<file path="src/hw/rtl/srp_pkg.sv">
// Shared types and constants for the sensor report retry and pairing core.
`timescale 1ns / 1ps
package srp_pkg;

   // Packet operation bytes
   localparam logic [7:0] OP_DATA       = 8'h00;
   localparam logic [7:0] OP_PAIR       = 8'h01;
   localparam logic [7:0] OP_DATA_REPLY = 8'h80;
   localparam logic [7:0] OP_PAIR_REPLY = 8'h81;

   // Register reset values
   localparam logic [7:0] RESET_TIMEOUT   = 8'd100;
   localparam logic [3:0] RESET_MAX_SENDS = 4'd5;

   localparam int CSR_ADDR_W = 3;
   localparam int CSR_DATA_W = 8;

   typedef enum logic [1:0] {
      CMD_TICK  = 2'd0,
      CMD_START = 2'd1,
      CMD_RX    = 2'd2,
      CMD_NONE  = 2'd3
   } cmd_type;

   typedef enum logic [CSR_ADDR_W-1:0] {
      REG_SENSOR_ID     = 3'd0,
      REG_BASE_ID       = 3'd1,
      REG_PROGRAMMED    = 3'd2,
      REG_PAIRING_MODE  = 3'd3,
      REG_TIMEOUT_TICKS = 3'd4,
      REG_MAX_SENDS     = 3'd5
   } reg_idx_type;

   typedef struct packed {
      logic        tx_valid;
      logic [7:0]  tx_dest;
      logic [7:0]  tx_src;
      logic [7:0]  tx_op;
      logic [23:0] tx_temp;
      logic [23:0] tx_batt;
      logic        go_sleep;
      logic        paired;
      logic [7:0]  learned_base;
   } rsp_type;

endpackage

</file>
<file path="src/hw/rtl/srp_channels.sv">
// Handshake channel interfaces: request, response and register write.
`timescale 1ns / 1ps
interface srp_req_if;
   logic        valid;
   logic        ready;
   logic [1:0]  command;
   logic [7:0]  rx_first;
   logic [7:0]  rx_second;
   logic [7:0]  rx_op;
   logic [23:0] temp_word;
   logic [23:0] batt_word;
   modport source (output valid, command, rx_first, rx_second, rx_op, temp_word, batt_word,
                   input ready);
   modport sink   (input valid, command, rx_first, rx_second, rx_op, temp_word, batt_word,
                   output ready);
endinterface

interface srp_rsp_if;
   logic        valid;
   logic        ready;
   logic        tx_valid;
   logic [7:0]  tx_dest;
   logic [7:0]  tx_src;
   logic [7:0]  tx_op;
   logic [23:0] tx_temp;
   logic [23:0] tx_batt;
   logic        go_sleep;
   logic        paired;
   logic [7:0]  learned_base;
   modport source (output valid, tx_valid, tx_dest, tx_src, tx_op, tx_temp, tx_batt,
                   go_sleep, paired, learned_base, input ready);
   modport sink   (input valid, tx_valid, tx_dest, tx_src, tx_op, tx_temp, tx_batt,
                   go_sleep, paired, learned_base, output ready);
endinterface

interface srp_csr_if;
   logic       valid;
   logic       ready;
   logic [2:0] index;
   logic [7:0] data;
   modport source (output valid, index, data, input ready);
   modport sink   (input valid, index, data, output ready);
endinterface

</file>
<file path="src/hw/rtl/sensor_report_retry_and_pairing_core.sv">
// Top level: sender-side report retry and pairing control.
`timescale 1ns / 1ps
// Usage
//  req_bus : one item per command (tick, start of a report, received header).
//            A start carries temperature and battery words, which are held.
//  rsp_bus : exactly one result item per request item, in order.
//  csr_bus : register writes, always ready; write only while the core is idle.
// Latency: a result is valid the cycle after its request is accepted.
// Throughput: one item per cycle while results are taken. All decisions
//  (timer compare, send-count compare, header match) are single-level compare
//  logic between the request and the response register, which sets the pace.
// Stall: req_bus.ready = !rsp valid || rsp_bus.ready, so the core keeps taking
//  items while the pending result is being taken; it stops only while the
//  response register holds an item the receiver has not accepted.
// Reset (synchronous, active high): registers return to their defaults
//  (timeout 100 ticks, 5 sends), reply timer stopped, count and held
//  readings zero, response register empty.
module sensor_report_retry_and_pairing_core (
   input  logic clock,
   input  logic reset,
   srp_req_if.sink   req_bus,
   srp_rsp_if.source rsp_bus,
   srp_csr_if.sink   csr_bus
);
   import srp_pkg::*;

   // configuration
   logic [7:0]  sensor_id_ff, base_id_ff, timeout_ff;
   logic        programmed_ff, pairing_mode_ff;
   logic [3:0]  max_sends_ff;
   // exchange state
   logic [7:0]  timer_ff, timer_in;
   logic [3:0]  count_ff, count_in;
   logic [23:0] temp_ff, temp_in, batt_ff, batt_in;
   logic [7:0]  base_in;
   logic        prog_in;
   // response register
   logic        rsp_valid_ff;
   rsp_type     rsp_ff, rsp_in;

   logic        req_fire, csr_fire, attempt;
   logic [3:0]  count_cur;
   cmd_type     cmd;

   assign req_bus.ready = !rsp_valid_ff || rsp_bus.ready;
   assign req_fire      = req_bus.valid && req_bus.ready;
   assign csr_bus.ready = 1'b1;
   assign csr_fire      = csr_bus.valid;
   assign cmd           = cmd_type'(req_bus.command);

   always_comb begin
      timer_in  = timer_ff;
      count_in  = count_ff;
      temp_in   = temp_ff;
      batt_in   = batt_ff;
      base_in   = base_id_ff;
      prog_in   = programmed_ff;
      rsp_in    = '0;
      attempt   = 1'b0;
      count_cur = count_ff;

      case (cmd)
         CMD_TICK: begin
            if (timer_ff != 8'd0) begin
               timer_in = timer_ff - 8'd1;
               attempt  = (timer_ff == 8'd1);
            end
         end
         CMD_START: begin
            temp_in   = req_bus.temp_word;
            batt_in   = req_bus.batt_word;
            count_cur = 4'd0;
            count_in  = 4'd0;
            attempt   = 1'b1;
         end
         CMD_RX: begin
            if (pairing_mode_ff) begin
               if (req_bus.rx_first == 8'd0 && req_bus.rx_op == OP_PAIR) begin
                  base_in             = req_bus.rx_second;
                  prog_in             = 1'b1;
                  rsp_in.tx_valid     = 1'b1;
                  rsp_in.tx_dest      = req_bus.rx_second;
                  rsp_in.tx_src       = sensor_id_ff;
                  rsp_in.tx_op        = OP_PAIR_REPLY;
                  rsp_in.paired       = 1'b1;
                  rsp_in.learned_base = req_bus.rx_second;
                  attempt             = 1'b1;
               end
            end else if (req_bus.rx_first == sensor_id_ff &&
                         req_bus.rx_second == base_id_ff &&
                         req_bus.rx_op == OP_DATA_REPLY) begin
               timer_in        = 8'd0;
               count_in        = 4'd0;
               rsp_in.go_sleep = 1'b1;
            end
         end
         default: begin
         end
      endcase

      // send attempt: start, timeout, or accepted pairing
      if (attempt) begin
         if (pairing_mode_ff) begin
            count_in = 4'd0;
            timer_in = timeout_ff;
         end else if (count_cur < max_sends_ff) begin
            if (programmed_ff) begin
               rsp_in.tx_valid = 1'b1;
               rsp_in.tx_dest  = base_id_ff;
               rsp_in.tx_src   = sensor_id_ff;
               rsp_in.tx_op    = OP_DATA;
               rsp_in.tx_temp  = temp_in;
               rsp_in.tx_batt  = batt_in;
               count_in        = count_cur + 4'd1;
            end
            timer_in = timeout_ff;
         end else begin
            rsp_in.go_sleep = 1'b1;
         end
      end
   end

   always_ff @(posedge clock) begin
      if (reset) begin
         sensor_id_ff    <= 8'd0;
         base_id_ff      <= 8'd0;
         programmed_ff   <= 1'b0;
         pairing_mode_ff <= 1'b0;
         timeout_ff      <= RESET_TIMEOUT;
         max_sends_ff    <= RESET_MAX_SENDS;
         timer_ff        <= 8'd0;
         count_ff        <= 4'd0;
         temp_ff         <= 24'd0;
         batt_ff         <= 24'd0;
         rsp_valid_ff    <= 1'b0;
      end else begin
         if (req_fire) begin
            timer_ff      <= timer_in;
            count_ff      <= count_in;
            temp_ff       <= temp_in;
            batt_ff       <= batt_in;
            base_id_ff    <= base_in;
            programmed_ff <= prog_in;
         end
         if (csr_fire) begin
            case (reg_idx_type'(csr_bus.index))
               REG_SENSOR_ID:     sensor_id_ff    <= csr_bus.data;
               REG_BASE_ID:       base_id_ff      <= csr_bus.data;
               REG_PROGRAMMED:    programmed_ff   <= csr_bus.data[0];
               REG_PAIRING_MODE:  pairing_mode_ff <= csr_bus.data[0];
               REG_TIMEOUT_TICKS: timeout_ff      <= csr_bus.data;
               REG_MAX_SENDS:     max_sends_ff    <= csr_bus.data[3:0];
               default: begin
               end
            endcase
         end
         if (req_fire) begin
            rsp_valid_ff <= 1'b1;
         end else if (rsp_bus.ready) begin
            rsp_valid_ff <= 1'b0;
         end
      end
   end

   // payload register, loaded on accept only
   always_ff @(posedge clock) begin
      if (req_fire) begin
         rsp_ff <= rsp_in;
      end
   end

   assign rsp_bus.valid        = rsp_valid_ff;
   assign rsp_bus.tx_valid     = rsp_ff.tx_valid;
   assign rsp_bus.tx_dest      = rsp_ff.tx_dest;
   assign rsp_bus.tx_src       = rsp_ff.tx_src;
   assign rsp_bus.tx_op        = rsp_ff.tx_op;
   assign rsp_bus.tx_temp      = rsp_ff.tx_temp;
   assign rsp_bus.tx_batt      = rsp_ff.tx_batt;
   assign rsp_bus.go_sleep     = rsp_ff.go_sleep;
   assign rsp_bus.paired       = rsp_ff.paired;
   assign rsp_bus.learned_base = rsp_ff.learned_base;

   // an empty response register never blocks the request side
   a_ready_when_empty: assert property (@(posedge clock) disable iff (reset)
      !rsp_valid_ff |-> req_bus.ready)
      else $error("request stalled with empty response register");

   // a pairing result always carries the pairing reply packet
   a_pair_reply: assert property (@(posedge clock) disable iff (reset)
      (rsp_valid_ff && rsp_ff.paired) |-> (rsp_ff.tx_valid && rsp_ff.tx_op == OP_PAIR_REPLY))
      else $error("pairing result without pairing reply");

   // a programmed start in normal mode with a nonzero limit sends data
   a_start_sends: assert property (@(posedge clock) disable iff (reset)
      (req_fire && cmd == CMD_START && !pairing_mode_ff && programmed_ff &&
       max_sends_ff != 4'd0) |=> (rsp_valid_ff && rsp_ff.tx_valid && !rsp_ff.go_sleep))
      else $error("start did not send a data packet");

endmodule
</file>
<file path="src/flat_wrapper.sv">
// flat-port wrapper written by rule: the top's interface ports become plain ports
module sensor_report_retry_and_pairing_core_flat import srp_pkg::*;
  (clock, reset, req_bus_valid, req_bus_command, req_bus_rx_first, req_bus_rx_second, req_bus_rx_op, req_bus_temp_word, req_bus_batt_word, req_bus_ready, rsp_bus_valid, rsp_bus_tx_valid, rsp_bus_tx_dest, rsp_bus_tx_src, rsp_bus_tx_op, rsp_bus_tx_temp, rsp_bus_tx_batt, rsp_bus_go_sleep, rsp_bus_paired, rsp_bus_learned_base, rsp_bus_ready, csr_bus_valid, csr_bus_index, csr_bus_data, csr_bus_ready);
  srp_req_if req_bus_i ();
  srp_rsp_if rsp_bus_i ();
  srp_csr_if csr_bus_i ();
  input  logic clock;
  input  logic reset;
  input wire logic [$bits(req_bus_i.valid)-1:0] req_bus_valid;
  input wire logic [$bits(req_bus_i.command)-1:0] req_bus_command;
  input wire logic [$bits(req_bus_i.rx_first)-1:0] req_bus_rx_first;
  input wire logic [$bits(req_bus_i.rx_second)-1:0] req_bus_rx_second;
  input wire logic [$bits(req_bus_i.rx_op)-1:0] req_bus_rx_op;
  input wire logic [$bits(req_bus_i.temp_word)-1:0] req_bus_temp_word;
  input wire logic [$bits(req_bus_i.batt_word)-1:0] req_bus_batt_word;
  output wire logic [$bits(req_bus_i.ready)-1:0] req_bus_ready;
  output wire logic [$bits(rsp_bus_i.valid)-1:0] rsp_bus_valid;
  output wire logic [$bits(rsp_bus_i.tx_valid)-1:0] rsp_bus_tx_valid;
  output wire logic [$bits(rsp_bus_i.tx_dest)-1:0] rsp_bus_tx_dest;
  output wire logic [$bits(rsp_bus_i.tx_src)-1:0] rsp_bus_tx_src;
  output wire logic [$bits(rsp_bus_i.tx_op)-1:0] rsp_bus_tx_op;
  output wire logic [$bits(rsp_bus_i.tx_temp)-1:0] rsp_bus_tx_temp;
  output wire logic [$bits(rsp_bus_i.tx_batt)-1:0] rsp_bus_tx_batt;
  output wire logic [$bits(rsp_bus_i.go_sleep)-1:0] rsp_bus_go_sleep;
  output wire logic [$bits(rsp_bus_i.paired)-1:0] rsp_bus_paired;
  output wire logic [$bits(rsp_bus_i.learned_base)-1:0] rsp_bus_learned_base;
  input wire logic [$bits(rsp_bus_i.ready)-1:0] rsp_bus_ready;
  input wire logic [$bits(csr_bus_i.valid)-1:0] csr_bus_valid;
  input wire logic [$bits(csr_bus_i.index)-1:0] csr_bus_index;
  input wire logic [$bits(csr_bus_i.data)-1:0] csr_bus_data;
  output wire logic [$bits(csr_bus_i.ready)-1:0] csr_bus_ready;
  assign req_bus_i.valid = req_bus_valid;
  assign req_bus_i.command = req_bus_command;
  assign req_bus_i.rx_first = req_bus_rx_first;
  assign req_bus_i.rx_second = req_bus_rx_second;
  assign req_bus_i.rx_op = req_bus_rx_op;
  assign req_bus_i.temp_word = req_bus_temp_word;
  assign req_bus_i.batt_word = req_bus_batt_word;
  assign req_bus_ready = req_bus_i.ready;
  assign rsp_bus_valid = rsp_bus_i.valid;
  assign rsp_bus_tx_valid = rsp_bus_i.tx_valid;
  assign rsp_bus_tx_dest = rsp_bus_i.tx_dest;
  assign rsp_bus_tx_src = rsp_bus_i.tx_src;
  assign rsp_bus_tx_op = rsp_bus_i.tx_op;
  assign rsp_bus_tx_temp = rsp_bus_i.tx_temp;
  assign rsp_bus_tx_batt = rsp_bus_i.tx_batt;
  assign rsp_bus_go_sleep = rsp_bus_i.go_sleep;
  assign rsp_bus_paired = rsp_bus_i.paired;
  assign rsp_bus_learned_base = rsp_bus_i.learned_base;
  assign rsp_bus_i.ready = rsp_bus_ready;
  assign csr_bus_i.valid = csr_bus_valid;
  assign csr_bus_i.index = csr_bus_index;
  assign csr_bus_i.data = csr_bus_data;
  assign csr_bus_ready = csr_bus_i.ready;
  sensor_report_retry_and_pairing_core u_core (.clock(clock), .reset(reset), .req_bus(req_bus_i), .rsp_bus(rsp_bus_i), .csr_bus(csr_bus_i));
endmodule
</file>
<file path="config.mk">
export PLATFORM = sky130hd
export DESIGN_NAME = sensor_report_retry_and_pairing_core_flat
export DESIGN_NICKNAME = d
export VERILOG_FILES = /design/src/hw/rtl/srp_pkg.sv /design/src/hw/rtl/srp_channels.sv /design/src/hw/rtl/sensor_report_retry_and_pairing_core.sv /design/src/flat_wrapper.sv
export SDC_FILE = /design/constraint.sdc
export NUM_CORES = 1
export LEC_CHECK = 0
export ABC_CLOCK_PERIOD_IN_PS = 4600
export CORE_ASPECT_RATIO = 0.5
export CORE_MARGIN = 5
export CORE_UTILIZATION = 57
export CTS_CLUSTER_SIZE = 8
export DETAILED_ROUTE_END_ITERATION = 6
export DONT_BUFFER_PORTS = 1
export GPL_TIMING_DRIVEN = 0
export HOLD_SLACK_MARGIN = 0.06
export PLACE_DENSITY = 0.76
export SLEW_MARGIN = 10
export SYNTH_ARGS = -nofsm -noshare
export SYNTH_HDL_FRONTEND = slang
export SYNTH_SLANG_ARGS = --single-unit
</file>
<file path="constraint.sdc">
create_clock -name clock -period 4.6 [get_ports clock]
set_input_delay 1.15 -clock clock [delete_from_list [all_inputs] [get_ports clock]]
set_output_delay 1.15 -clock clock [all_outputs]
set_load 0.02 [all_outputs]
</file>
* After elaboration in Yosys (flattened, before gate mapping) *
Index checks and enable logic that the tools add are counted.

storage, ports and cells
  bits in registers = 174
  bits of input ports = 90
  output and inout bits = 86
  word-level logic and storage cells = 104

cells by class
  add/subtract/negate cells = 2
  $lt $le $gt $ge = 1
  eq/ne operators = 12
  multiplexer cells = 48
  bitwise logic cells = 3
  reduce and logical (&&, ||, !) cells = 18

operators by type and width
  cell                 count
  $mux 74              2
  $mux 73              2
  $mux 8               12
  $mux 25              3
  $mux 24              2
  $mux 4               7
  $mux 9               2
  $eq 8x1->1 const B   2
  $eq 8x8->1           2
  $pmux 8 s2           1
  $mux 1               14
  $mux 10              1
  $reduce_and 2->1     5
  $eq 8x8->1 const B   1
  $logic_not 8->1      1
  $pmux 4 s2           1
  $reduce_bool 8->1    1
  $sub 8x1->8 const B  1
  $eq 3x2->1 const B   2
  $eq 3x3->1 const B   2
  $add 4x1->4 const B  1
  $logic_and 1x1->1    4
  $lt 4x4->1           1
  $reduce_or 4->1      1
  11 further kinds     13

* Logic depth before layout (Yosys ltp) *
  word-level depth = 10
  depth in mapped cells = 13
  gate-level depth less buffers = 10

* Worst setup path after synthesis *
OpenSTA, ideal clock, no wires.

  path type = input to register
  start point = in rsp_bus_ready
  end point = reg u_core.timer_ff[4]
  library setup time = 129 ps
  arrival = 4889 ps
  required time = 4471 ps
  setup slack = -418 ps
  stages = 7
  path buffers = 1
  cell sequence = nand2b_1 -> nand2_1 -> inv_1 -> clkbuf_1 -> nand4_1 -> o221ai_1 -> nor2_1

on the way
  longest elaborated chain between the ends = 2

RTL lines
  item                    RTL line                                     source
  start: declaration      flat_wrapper.sv:27                           input wire logic [$bits(rsp_bus_i.ready)-1:0] rsp_bus_ready;
  $logic_or 1x1->1        sensor_report_retry_and_pairing_core.sv:45   assign req_bus.ready = !rsp_valid_ff || rsp_bus.ready;
  $logic_and 1x1->1       sensor_report_retry_and_pairing_core.sv:46   assign req_fire = req_bus.valid && req_bus.ready;
  via u_core.req_fire     sensor_report_retry_and_pairing_core.sv:41   logic req_fire, csr_fire, attempt;
  end signal: assignment  sensor_report_retry_and_pairing_core.sv:138  timer_ff <= timer_in;
  end: declaration        sensor_report_retry_and_pairing_core.sv:32   logic [7:0] timer_ff, timer_in;

The timed path passes the listed nets, and every way through them passes these cells.
A chain may end at the register's enable or synchronous reset.

==> metrics <==
startpoint types input pin; layout cells sized above 1 0.06726; core area ~0.013 sq mm; CP Max Fanout 10; ys async rst share 0; clk root buf clkbuf_16; status completed; Max Root-Sink Buffers 2; vias in the first global route approximately 5k; Yosys warnings 0; DRT Wirelength 17810 um; max-cap violations 0; internal power 2.504 mW; PwrDens 400.7 mW/mm^2; Max Clk Rate roughly 230 MHz; Avg Cell Area, Syn 9.938 sq um; # rows 29; final hold violations 0; Nets slightly below 900; TritonRoute pass-1 iters 5; ANT cells 0; CP max-delay cell nor4b_4; synth-to-layout area growth 11.21%; final count of pins violating max slew 0; Fill cells 998; max_slew headroom 0.2381; Switch Pwr 0.8180 mW; endpoints failing setup 0; GRT Total Usage 0.2249; Post-CTS Resized 0; routability cong. 0.8649; maximum vdd drop ~0.26 mV; RSZ-0062 raised after global routing no; drt via density 5.763; Initial Utilization 0.5852; sequential share of power 0.507; clock slew at reported path FFs 0.06 ns; DRC errors left 0; Post-Syn Instances 750; Post-synth EDFFs 76; most frequent cells in the layout nand2_1, dfxtp_1, nor2_1, edfxtp_1, a21oi_1; DR iter-0 viols 473; total gr overflow 0; worst hold slack 0.4541 ns; initial antenna violation count 0; crit-path leading delay family simple AND/OR/NAND/NOR gates; clk_skew 0.01468 ns; die area 0.01560 sq mm; postcts setup bufs 0; die extent in x 171.7 um; TritonCTS clock tree built; register area share after synthesis 0.5506; hold crit path type reg2reg; chip height 90.86 um; Pleak 2.943 nW; # IOs 176; fin crit share 0.9374; IO Port Bufs 0; Critical Path AT 4.57 ns; Combinational Power Share 0.069; DR WL/cell 18.59 um; Most used DFF post-synth dfxtp_1; Worst Path Buf+Inv 3; clk_lat worst skew 0.43 ns; DP HPWL roughly 13000 um; htree depth 4; Slew @ Worst Pin 1.134 ns; Worst Path Required 4.86 ns; Setup crit end kind register; first-pass GRT wire length 27640 um; critical path, cell by cell inv_1, ha_1, clkbuf_1, clkbuf_1, nor2b_1, ha_1, nand2b_1, o221a_2, o21a_1, nor4b_4, nor2_2, nor2b_1; Mapped Area 0.007453 sq mm; Min Clock Period, post-route 4.312 ns; Num CTS Buffers 17; Power Total 3.322 mW; Sw Share 0.2463; Synth cell types 54; antenna viol nets, final 0; pin count of the biggest net entering global routing 45; Post-CTS Hold Buffers 0; slowest stage delay, CP 0.67 ns; vias after detailed routing 5521; clock share of power 0.424; flops & latches, synth about 170; TritonCTS Sinks ~170; critical path class in2reg; commonest non-fill, non-tap cell in the layout nand2_1
path summary, 6_finish.rpt:
check                                                  startpoint                                 end  slack, ns  cells past startpoint
worst max-delay path                           req_bus_command[1]  u_core.rsp_bus.tx_src[1]$_DFFE_PP_       0.29                     12
worst min-delay path               u_core.batt_ff[2]$_SDFFE_PP0P_      u_core.batt_ff[2]$_SDFFE_PP0P_       0.45                      2
worst max register to register  u_core.rsp_bus.valid$_SDFFE_PP0P_     u_core.timer_ff[2]$_SDFFE_PP0P_       1.71                      8
worst min register to register     u_core.batt_ff[2]$_SDFFE_PP0P_      u_core.batt_ff[2]$_SDFFE_PP0P_       0.45                      2
tightest hold or removal path, cell delays in order, from the launching register on:
cell	delay (ns)
dfxtp_1	0.31
nand2_1	0.05
a21oi_1	0.05
Yosys cell counts, types with 6 or more instances:
| master | instances | share of area |
|---|---|---|
| nor3_1 | 13 | 0.0087 |
| dfxtp_1 | 91 | 0.24 |
| clkbuf_1 | 33 | 0.017 |
| o21ai_0 | 8 | 0.0054 |
| buf_4 | 9 | 0.0091 |
| mux2i_1 | 61 | 0.082 |
| a211oi_1 | 10 | 0.010 |
| xnor2_1 | 17 | 0.020 |
| nand4_1 | 6 | 0.0050 |
| nor2_1 | 76 | 0.038 |
| inv_1 | 14 | 0.0071 |
| nor4_1 | 7 | 0.0059 |
| and2_1 | 11 | 0.0092 |
| a21oi_1 | 67 | 0.045 |
| nand2_1 | 149 | 0.075 |
| a21o_1 | 9 | 0.0091 |
| edfxtp_1 | 76 | 0.31 |
| nor2b_1 | 12 | 0.010 |
| nand3_1 | 9 | 0.0060 |
| ha_1 | 11 | 0.018 |
layer usage:
layer  part of all wire  GRT usage
met4              0.011    0.06065
met5                  0          0
met3              0.088    0.07346
met2               0.47     0.3595
met1               0.43     0.2947
logic make-up after synthesis:
group | after synthesis | share of synthesized area
simple gates | 306 | 0.1831
flops | 167 | 0.5506
compound gates | 123 | 0.1041
mux | 61 | 0.08192
buf+inv | 61 | 0.03844
xor+xnor | 19 | 0.02233
fa+ha+maj | 11 | 0.01847
other cells | 2 | 0.001008
sequential cells by signal, indices dropped and copies added, names as in the netlist, 4 cells and up:
register,cells
u_core.temp_ff,24
u_core.rsp_bus.tx_temp,24
u_core.base_id_ff,8
u_core.timeout_ff,8
u_core.rsp_bus.learned_base,8
u_core.sensor_id_ff,8
u_core.max_sends_ff,4
u_core.timer_ff,8
u_core.count_ff,4
u_core.batt_ff,24
u_core.rsp_bus.tx_src,8
u_core.rsp_bus.tx_batt,24
u_core.rsp_bus.tx_dest,8
metrics by stage:
step / util / instance area, sq um / setup TNS (ns) / instances / setup WS (ns)
4_1_cts: 0.6509 / 8289 / 0 / 958 / 0.2788
5_1_grt: 0.6509 / 8289 / 0 / 958 / 0.07305
2_1_floorplan: - / 7473 / 0 / 755 / 0.7409
3_5_place_dp: 0.6053 / 7709 / -0.4547 / 926 / -0.08740
3_3_place_gp: 0.6035 / 7686 / -0.5872 / 925 / -0.08187
6_report: 0.6509 / 8289 / 0 / 958 / 0.2878
area by class of cell:
class | instances | area (sq um) | share of cell area
plain buffers | 47 | 237.7 | 0.02868
clock buffers | 19 | 432.9 | 0.05223
clock inverters | 13 | 147.6 | 0.01781
inverters | 14 | 52.55 | 0.006340
multi-input cells | 527 | 3082 | 0.3718
flip-flops and latches | 167 | 4104 | 0.4951
well taps | 170 | 212.7 | 0.02566
repair buffers | 1 | 20.02 | 0.002415
power by group through the flow:
stage	registers (mW)	clock network (mW)	logic, mW
5_1_grt	1.69	1.49	0.255
3_5_place_dp	1.72	0	0.227
3_3_place_gp	1.72	0	0.218
4_1_cts	1.68	1.42	0.229
6_report	1.68	1.41	0.231
2_1_floorplan	1.70	0	0.178
(Power assumes the default switching activity.)
